File: config.mk
export PLATFORM = sky130hd
export DESIGN_NAME = two_button_short_long_press_core
export DESIGN_NICKNAME = d
export VERILOG_FILES = /design/src/design/tbp_pkg.sv /design/src/design/two_button_short_long_press_core.sv /design/src/design/tbp_step.sv /design/src/design/tbp_out_skid.sv
export SDC_FILE = /design/constraint.sdc
export NUM_CORES = 1
export LEC_CHECK = 0
export ABC_AREA = 0
export BUFFER_PORTS_ARGS = -buffer_cell sky130_fd_sc_hd__buf_2
export CAP_MARGIN = 25
export CORE_MARGIN = 2
export CORE_UTILIZATION = 23
export DETAILED_ROUTE_END_ITERATION = 6
export SYNTH_ARGS = -nofsm -noshare
export SYNTH_HDL_FRONTEND = slang
export SYNTH_SLANG_ARGS = --single-unit
File: constraint.sdc
create_clock -name clk -period 8.7 [get_ports clk]
set_clock_uncertainty 0.05 [all_clocks]
set_input_delay 0.87 -clock clk [delete_from_list [all_inputs] [get_ports clk]]
set_output_delay 0.87 -clock clk [all_outputs]
set_load 0.02 [all_outputs]
File: src/design/tbp_pkg.sv
package tbp_pkg;

	localparam int unsigned LIMIT_W = 4;
	localparam int unsigned HOLD_W  = 16;
	localparam int unsigned LINES_W = 2;
	localparam int unsigned EVENT_W = 3;

	localparam logic [LIMIT_W-1:0] LIMIT_RESET = 4'd5;
	localparam logic [HOLD_W-1:0]  LONG_RESET  = 16'd199;
	localparam logic [HOLD_W-1:0]  HOLD_MAX    = 16'hFFFF;

	typedef enum logic [0:0] {
		CFG_DEBOUNCE_LIMIT = 1'b0,
		CFG_LONG_PRESS     = 1'b1
	} cfg_index_t;

	typedef enum logic [LINES_W-1:0] {
		PAT_BOTH  = 2'b00,
		PAT_TIMER = 2'b01,
		PAT_POWER = 2'b10,
		PAT_IDLE  = 2'b11
	} pattern_t;

	typedef enum logic [EVENT_W-1:0] {
		EV_NONE        = 3'd0,
		EV_POWER_SHORT = 3'd1,
		EV_TIMER_SHORT = 3'd2,
		EV_POWER_LONG  = 3'd3,
		EV_TIMER_LONG  = 3'd4
	} event_t;

	typedef struct packed {
		logic [LIMIT_W-1:0] debounce_count;
		logic [HOLD_W-1:0]  hold_count;
		logic               long_reported;
		logic [LINES_W-1:0] latched_lines;
	} press_state_t;

	typedef struct packed {
		logic [LIMIT_W-1:0] debounce_limit;
		logic [HOLD_W-1:0]  long_press_ticks;
	} press_cfg_t;

endpackage

File: src/design/two_button_short_long_press_core.sv
// channel | signals                                   | direction
// in      | in_valid, in_ready, button_lines           | word in
// out     | out_valid, out_ready, event_res           | word out
// cfg     | cfg_valid, cfg_ready, cfg_index, cfg_data | register write in
//
// one word per cycle while in_ready is high; the press state updates on the
// cycle a word is accepted; its event appears in the output register on the
// next cycle, or waits in the skid entry while the output register is held
// a two-entry output stage (register plus skid) keeps in_ready high while one
// result waits; in_ready drops only when both entries are full
// reset clears all press state and loads debounce_limit 5, long_press_ticks 199
// cfg_ready is always high
module two_button_short_long_press_core import tbp_pkg::*; (
	input  logic               clk,
	input  logic               arst_n,
	input  logic               in_valid,
	output logic               in_ready,
	input  logic [LINES_W-1:0] button_lines,
	output logic               out_valid,
	input  logic               out_ready,
	output logic [EVENT_W-1:0] event_res,
	input  logic               cfg_valid,
	output logic               cfg_ready,
	input  logic [0:0]         cfg_index,
	input  logic [HOLD_W-1:0]  cfg_data
);

	press_state_t state_q;
	press_state_t state_nxt;
	press_cfg_t   cfg_q;
	event_t       ev;
	logic         accept;

	assign cfg_ready = 1'b1;
	assign accept    = in_valid && in_ready;

	always_ff @(posedge clk or negedge arst_n) begin
		if (!arst_n) begin
			cfg_q.debounce_limit   <= LIMIT_RESET;
			cfg_q.long_press_ticks <= LONG_RESET;
		end else if (cfg_valid) begin
			case (cfg_index)
				CFG_DEBOUNCE_LIMIT: cfg_q.debounce_limit   <= cfg_data[LIMIT_W-1:0];
				CFG_LONG_PRESS:     cfg_q.long_press_ticks <= cfg_data;
				default:            cfg_q <= cfg_q;
			endcase
		end
	end

	always_ff @(posedge clk or negedge arst_n) begin
		if (!arst_n) begin
			state_q <= '0;
		end else if (accept) begin
			state_q <= state_nxt;
		end
	end

	tbp_step u_step (
		.cur   (state_q),
		.cfg   (cfg_q),
		.lines (button_lines),
		.nxt   (state_nxt),
		.ev    (ev)
	);

	tbp_out_skid u_out (
		.clk       (clk),
		.arst_n    (arst_n),
		.push      (accept),
		.push_ev   (ev),
		.space     (in_ready),
		.out_valid (out_valid),
		.out_ready (out_ready),
		.event_res (event_res)
	);

endmodule

File: src/design/tbp_step.sv
module tbp_step import tbp_pkg::*; (
	input  press_state_t       cur,
	input  press_cfg_t         cfg,
	input  logic [LINES_W-1:0] lines,
	output press_state_t       nxt,
	output event_t             ev
);

	logic [LIMIT_W-1:0] dc_up;
	logic [LIMIT_W-1:0] dc_dn;
	logic [HOLD_W-1:0]  hold_up;

	assign dc_up   = (cur.debounce_count < cfg.debounce_limit) ?
		cur.debounce_count + LIMIT_W'(1) : cur.debounce_count;
	assign dc_dn   = cur.debounce_count - LIMIT_W'(1);
	assign hold_up = cur.hold_count + HOLD_W'(1);

	always_comb begin
		nxt = cur;
		ev  = EV_NONE;
		if (lines != PAT_IDLE) begin
			nxt.debounce_count = dc_up;
			if (dc_up >= cfg.debounce_limit) begin
				nxt.latched_lines = lines;
				if (cur.hold_count <= cfg.long_press_ticks && cur.hold_count != HOLD_MAX) begin
					nxt.hold_count = hold_up;
					if (hold_up == cfg.long_press_ticks) begin
						nxt.long_reported = 1'b1;
						if (lines == PAT_POWER) begin
							ev = EV_POWER_LONG;
						end else if (lines == PAT_TIMER) begin
							ev = EV_TIMER_LONG;
						end
					end
				end
			end
		end else if (cur.debounce_count != '0) begin
			nxt.debounce_count = dc_dn;
			nxt.hold_count     = '0;
			if (dc_dn == '0) begin
				if (cur.long_reported) begin
					nxt.long_reported = 1'b0;
				end else if (cur.latched_lines == PAT_POWER) begin
					ev = EV_POWER_SHORT;
				end else if (cur.latched_lines == PAT_TIMER) begin
					ev = EV_TIMER_SHORT;
				end else begin
					nxt.latched_lines = PAT_BOTH;
				end
			end
		end
	end

endmodule

File: src/design/tbp_out_skid.sv
module tbp_out_skid import tbp_pkg::*; (
	input  logic               clk,
	input  logic               arst_n,
	input  logic               push,
	input  event_t             push_ev,
	output logic               space,
	output logic               out_valid,
	input  logic               out_ready,
	output logic [EVENT_W-1:0] event_res
);

	logic   out_valid_q;
	event_t out_q;
	logic   skid_valid_q;
	event_t skid_q;
	logic   slot_free;

	assign slot_free = !out_valid_q || out_ready;
	assign space     = !skid_valid_q;
	assign out_valid = out_valid_q;
	assign event_res = out_q;

	always_ff @(posedge clk or negedge arst_n) begin
		if (!arst_n) begin
			out_valid_q  <= 1'b0;
			skid_valid_q <= 1'b0;
		end else if (slot_free) begin
			if (skid_valid_q) begin
				out_valid_q  <= 1'b1;
				skid_valid_q <= push;
			end else begin
				out_valid_q  <= push;
			end
		end else if (push) begin
			skid_valid_q <= 1'b1;
		end
	end

	always_ff @(posedge clk) begin
		if (slot_free) begin
			if (skid_valid_q) begin
				out_q  <= skid_q;
				skid_q <= push_ev;
			end else begin
				out_q  <= push_ev;
			end
		end else if (push) begin
			skid_q <= push_ev;
		end
	end

endmodule

======== After elaboration in Yosys (flattened, before gate mapping) ========
Index checks and enable logic that the tools add are counted.
W data, S select, Z words.
cells by class
  multiplexer cells ....................... 29
  eq/ne operators ......................... 14
  $add $sub $neg .......................... 3
  bitwise operators ....................... 1
  magnitude comparators ................... 3
  reductions and logical operators ........ 17
operator list
  cell                     number
  $mux W23                 2
  $mux W3                  15
  $mux W19                 1
  $mux W17                 1
  $add A16 B1 Y16 const B  1
  $eq A16 B16 Y1           1
  $le A16 B16 Y1           1
  $ne A16 B16 Y1 const B   1
  $mux W2                  4
  $ne A2 B1 Y1 const B     4
  $ne A2 B2 Y1 const B     4
  $reduce_and A2 Y1        4
  $reduce_and A7 Y1        1
  $reduce_and A6 Y1        1
  $reduce_bool A2 Y1       3
  $mux W1                  5
  $add A4 B1 Y4 const B    1
  $eq A2 B1 Y1 const B     2
  $eq A2 B2 Y1 const B     2
  $ge A4 B4 Y1             1
  $logic_not A4 Y1         1
  $lt A4 B4 Y1             1
  $mux W4                  1
  $reduce_and A4 Y1        1
  other kinds (6)          8
word-level totals
  flip-flop bits (word level) ............. 51
  input bits .............................. 24
  word-level logic and storage cells ...... 77
  output and inout port bits .............. 6

======== Longest topological paths before layout ========
  word-level depth ........................ 9
  gate-level depth with buffers ........... 16
  mapped depth without buffers ............ 15

======== Cells and area by module ========
Synthesis repeated with hierarchy kept, for this count alone.
second synthesis, totals
  cells, all modules ...................... 397
  area, all modules ....................... 3921.3 um^2
by module, submodules not included
  module                            cells an instance  instances  seq. area each (um^2)  area each (um^2)
  tbp_step                          283                1          0.0                    1963.1
  two_button_short_long_press_core  95                 1          1084.8                 1622.8
  tbp_out_skid                      19                 1          230.2                  335.3

======== Worst setup path before layout ========
Ideal clock, no wire load.
  kind .................................... register -> register
  start point ............................. register state_q[20] (netlist name)
  end point ............................... register state_q[10] (netlist name)
  data required time ...................... 8.512 ns
  cell stages (with the launch flop) ...... 16
  buffers on the path ..................... 1
  path slack .............................. 5.161 ns
  setup time .............................. 0.138 ns
  period minus slack after synthesis ...... 3.539 ns
  arrival ................................. 3.351 ns
  cell sequence ........................... dfrtp_1 ha_1 a21o_1 a21o_1 a21oi_1 and3_1 nand2_1 xnor2_1 ha_1 nand2_1 o21ai_0 nand2_1 or2_1 clkbuf_1 o41ai_1 o22ai_1
on the way
  cells in the longest elaborated chain, start to end .. 5
  elaborated cells between the ends (all ways) .. 8
  those cells by class .................... add/sub: 1; order compare: 2; eq/ne: 1; mux: 1; reduce/logical: 3
ends and longest elaborated chain
  element                                               line                                    RTL
  start, declared                                       two_button_short_long_press_core.sv:28  press_state_t state_q;
  start signal, assigned                                two_button_short_long_press_core.sv:54  state_q <= state_nxt;
  $add A4 B1 Y4 / $lt A4 B4 Y1 (equally long branches)  tbp_step.sv:14, tbp_step.sv:13
  $mux W4                                               tbp_step.sv:13                          assign dc_up = (cur.debounce_count < cfg.debounce_limit) ?
  $ge A4 B4 Y1                                          tbp_step.sv:23                          if (dc_up >= cfg.debounce_limit) begin
  $ne A2 B2 Y1 (no source line)                         n/a
  $reduce_and A4 Y1 (no source line) *                  n/a
Mark *: on every way between the ends. The rest lies on a longest branch, timed or not.
A chain may end at the register's enable or synchronous reset.

======== Final worst setup path ========
  start point ............................. register state_q[21] (netlist name)
  end point ............................... register state_q[13] (netlist name)
The elaborated chain is that of the path after synthesis.

==> impl_results.md <==
- Outcome: complete, no violations
- Yosys cell types: 60
- Maximum clock rate: 0.2409 GHz
- Sw Ratio: 41.19%
- Critical Path AT: 4.25 ns
- NetSw: 384.0 µW
- Post-synthesis xor/xnor area fraction: 5.924%
- Post-synthesis mux area share: 7.158%
- Worst Setup End Kind: flip-flop
- First-pass detailed-route iteration total: 4
- Core area: ~15000 µm²
- Iter 0 DRT Violations: 167
- DRC Markers: 0
- Net Count, Synth: between 400 and 500
- Post-synthesis sequential area ratio: 37.06%
- Post-synth top flop: dfrtp_1
- Lkg Pwr: 1.631 nW
- Synth Area in Compound Gates: 17.77%
- Layout cell share with drive strength beyond 1: 18.84%
- Clock transition at path regs: ~0.070 ns
- Commonest non-fill, non-tap cell in the layout: dfrtp_1
- I/O pin cnt: 30
- CTS Sinks: 51
- Via count: 2863
- Post-Route WL: 8673 µm
- CTS max path bufs: 2
- Die area: about 16000 µm²
- Power Density: 231.9 nW/µm²
- Worst-path fanout max: 23
- Max VDD drop: 0.1268 mV
- CTS Hold Bufs: 0
- Clk_lat worst skew: 0.30 ns
- Hold Vio Cnt, Final: 0
- Leading cell types in the layout, fill and taps excluded: dfrtp_1, nand2_1, inv_1
- Largest family of logic cells by synthesized area: compound AO/OA/AOI/OAI gates
- Slew Limit Fails: 0
- H-tree levels: 2
- Pin count of the biggest net entering global routing: 27
- Post-DRT Antenna Nets: 0
- Gpl congestion: 0.8984
- Average wire per standard cell: roughly 15 µm
- Register share of total power: 37.0%
- Setup Crit Path Kind: reg2reg
- Clock power share: 21.7%
- Synth Area in Adders: 9.520%
- Synth Area in Simple Gates: 17.03%
- Synth Instances: 377
- Post-Syn Area: 3548 µm²
- Initial Util: 23.43%
- Max_cap viols: 0
- Fin nets: 448
- Detailed-route vias per instance: 4.886
- Post-cts sizing count: 0
- Internal power: 548.3 µW
- Placed Area: 3875 µm²
- Setup bufs post-CTS: 0
- Number of flops mapped to enable cells by yosys: 6
- Max_slew headroom: 49.45%
- Initial antenna violation count: 0
- YS warnings: 0
- Die width: 128.2 µm
- Crit share post-route: 47.71%
- Final TNS setup: 0 ns
- Yosys reg bits: 51
- ANT cells: 0
- Area of the multi-input gates: 2041 µm²
- DIE HEIGHT: ~130 µm
- Grt ovf: 0
- Crit path launch type: flip-flop
- Clock root buffer: clkbuf_16
- Register area: 1315 µm²
- First-pass GRT wire length: 14860 µm
- Hpwl dp: between 6000 and 7000 µm
- Pwr Total: 932.3 µW
- Layout area overhead: 13.29%
- CTS buffer count: 5
- Hold Path Class: reg2reg
- Avg Inst Size Synth: 9.412 µm²
- Worst Tran Pin Value: 0.7564 ns
- Worst EP required: a little under 9 ns
- Site row count: between 40 and 50
- Vias in the first global route: 2942
- Final min period: about 4.2 ns
- Count of input and output buffers: 28
- Final design area excluding fillers: 4020 µm²
- TritonCTS clock tree: done
- RSZ-0062 raised after global routing: false
- Comb power frac: around two fifths
- Setup violators final: 0
- Synth async-reset ratio: about 88%
- Fillers: 1628
- Total GRT Usage: 11.38%
-- metal layers --
| layer | track usage [%] | wire [µm] |
|---|---|---|
| met1 | 15.29 | 4091 |
| met2 | 18.34 | 4046 |
| met3 | 3.088 | 431 |
| met4 | 2.392 | 102 |
| met5 | 0 | 0 |
-- power groups by stage --
stage          combinational, mW  sequential [mW]  clock [mW]
2_1_floorplan              0.315            0.323           0
3_3_place_gp               0.367            0.345           0
3_5_place_dp               0.383            0.348           0
4_1_cts                    0.385            0.343       0.208
5_1_grt                    0.436            0.354       0.220
6_report                   0.385            0.345       0.202
-- Yosys cell counts (3+ instances only) --
cell type  number  area share [%]
mux2i_1         4             1.1
nand3_1        11             1.6
nand4_1         6             1.1
nor2b_1         4            0.71
nand3_2         3            0.85
buf_2           3            0.42
nand2b_1        8             1.4
dfrtp_1        38              27
dfstp_2         7             5.2
mux2_2         19             6.0
o21ai_0        14             2.0
clkbuf_1       11             1.2
edfxtp_1        6             5.1
nand2_1        37             3.9
inv_1          31             3.3
a21oi_1        17             2.4
o41ai_1         3            0.74
a31oi_1         4            0.71
nor4_1          3            0.53
nor2_1         16             1.7
o311ai_0       13             3.2
o31ai_1        11             2.3
or3_1           4            0.71
ha_1           27             9.5
xnor2_1        18             4.4
nor3_1          6            0.85
a21o_1          5             1.1
xor2_1          6             1.5
-- state kept, by name (all words and copies together) (netlist names) --
signal	count
u_out.out_valid	1
cfg_q	20
u_out.event_res	3
state_q	23
u_out.skid_q	3
u_out.skid_valid_q	1
-- kinds of logic after synthesis --
logic type               count (synthesis)
buffers and inverters                   48
flip-flops                              51
other                                    1
AO/OA/AOI/OAI                           89
multiplexers                            23
XOR/XNOR                                24
AND/OR/NAND/NOR                        114
adder cells (fa/ha/maj)                 27
-- final cells by class --
type / instances / area share [%]
inverter: 31 / 2.894
sequential: 51 / 32.71
multi-input combinational: 278 / 50.76
tap: 188 / 5.851
timing repair buffer: 30 / 4.171
clock buffer: 5 / 3.112
clock inverter: 3 / 0.4980
-- per-stage QoR --
step / setup WS [ns] / cells / util (%) / hold slack [ns]
global placement: 4.758 / 576 / 25.40 / 0.4257
finish: 4.549 / 586 / 26.54 / 0.4483
global route: 4.148 / 586 / 26.54 / 0.4787
detailed placement: 4.643 / 578 / 25.58 / 0.4353
floorplan: 5.161 / 377 / - / 0.4070
CTS: 4.604 / 586 / 26.54 / 0.4518
-- critical path: stages (launching register included) --
cell,delay (ns)
dfrtp_1,0.62
ha_1,0.31
a21o_1,0.16
a21oi_1,0.51
and3_1,0.29
nand2_1,0.08
xnor2_1,0.15
ha_1,0.30
nand2_1,0.05
o21ai_0,0.24
nand2_1,0.09
or2_1,0.49
o311ai_0,0.42
o311ai_0,0.21
-- final timing paths --
check,depth (start not counted),startpoint,to,slack (ns)
setup / recovery,13,state_q[21],state_q[13],4.55
hold / removal,1,state_q[2],state_q[2],0.45
setup reg to reg,13,state_q[21],state_q[13],4.55
hold reg to reg,1,state_q[2],state_q[2],0.45
max in group asynchronous,2,arst_n,cfg_q[7],7.53
min in group asynchronous,1,arst_n,cfg_q[4],0.49
No activity file was read; power rests on OpenSTA's default activity.
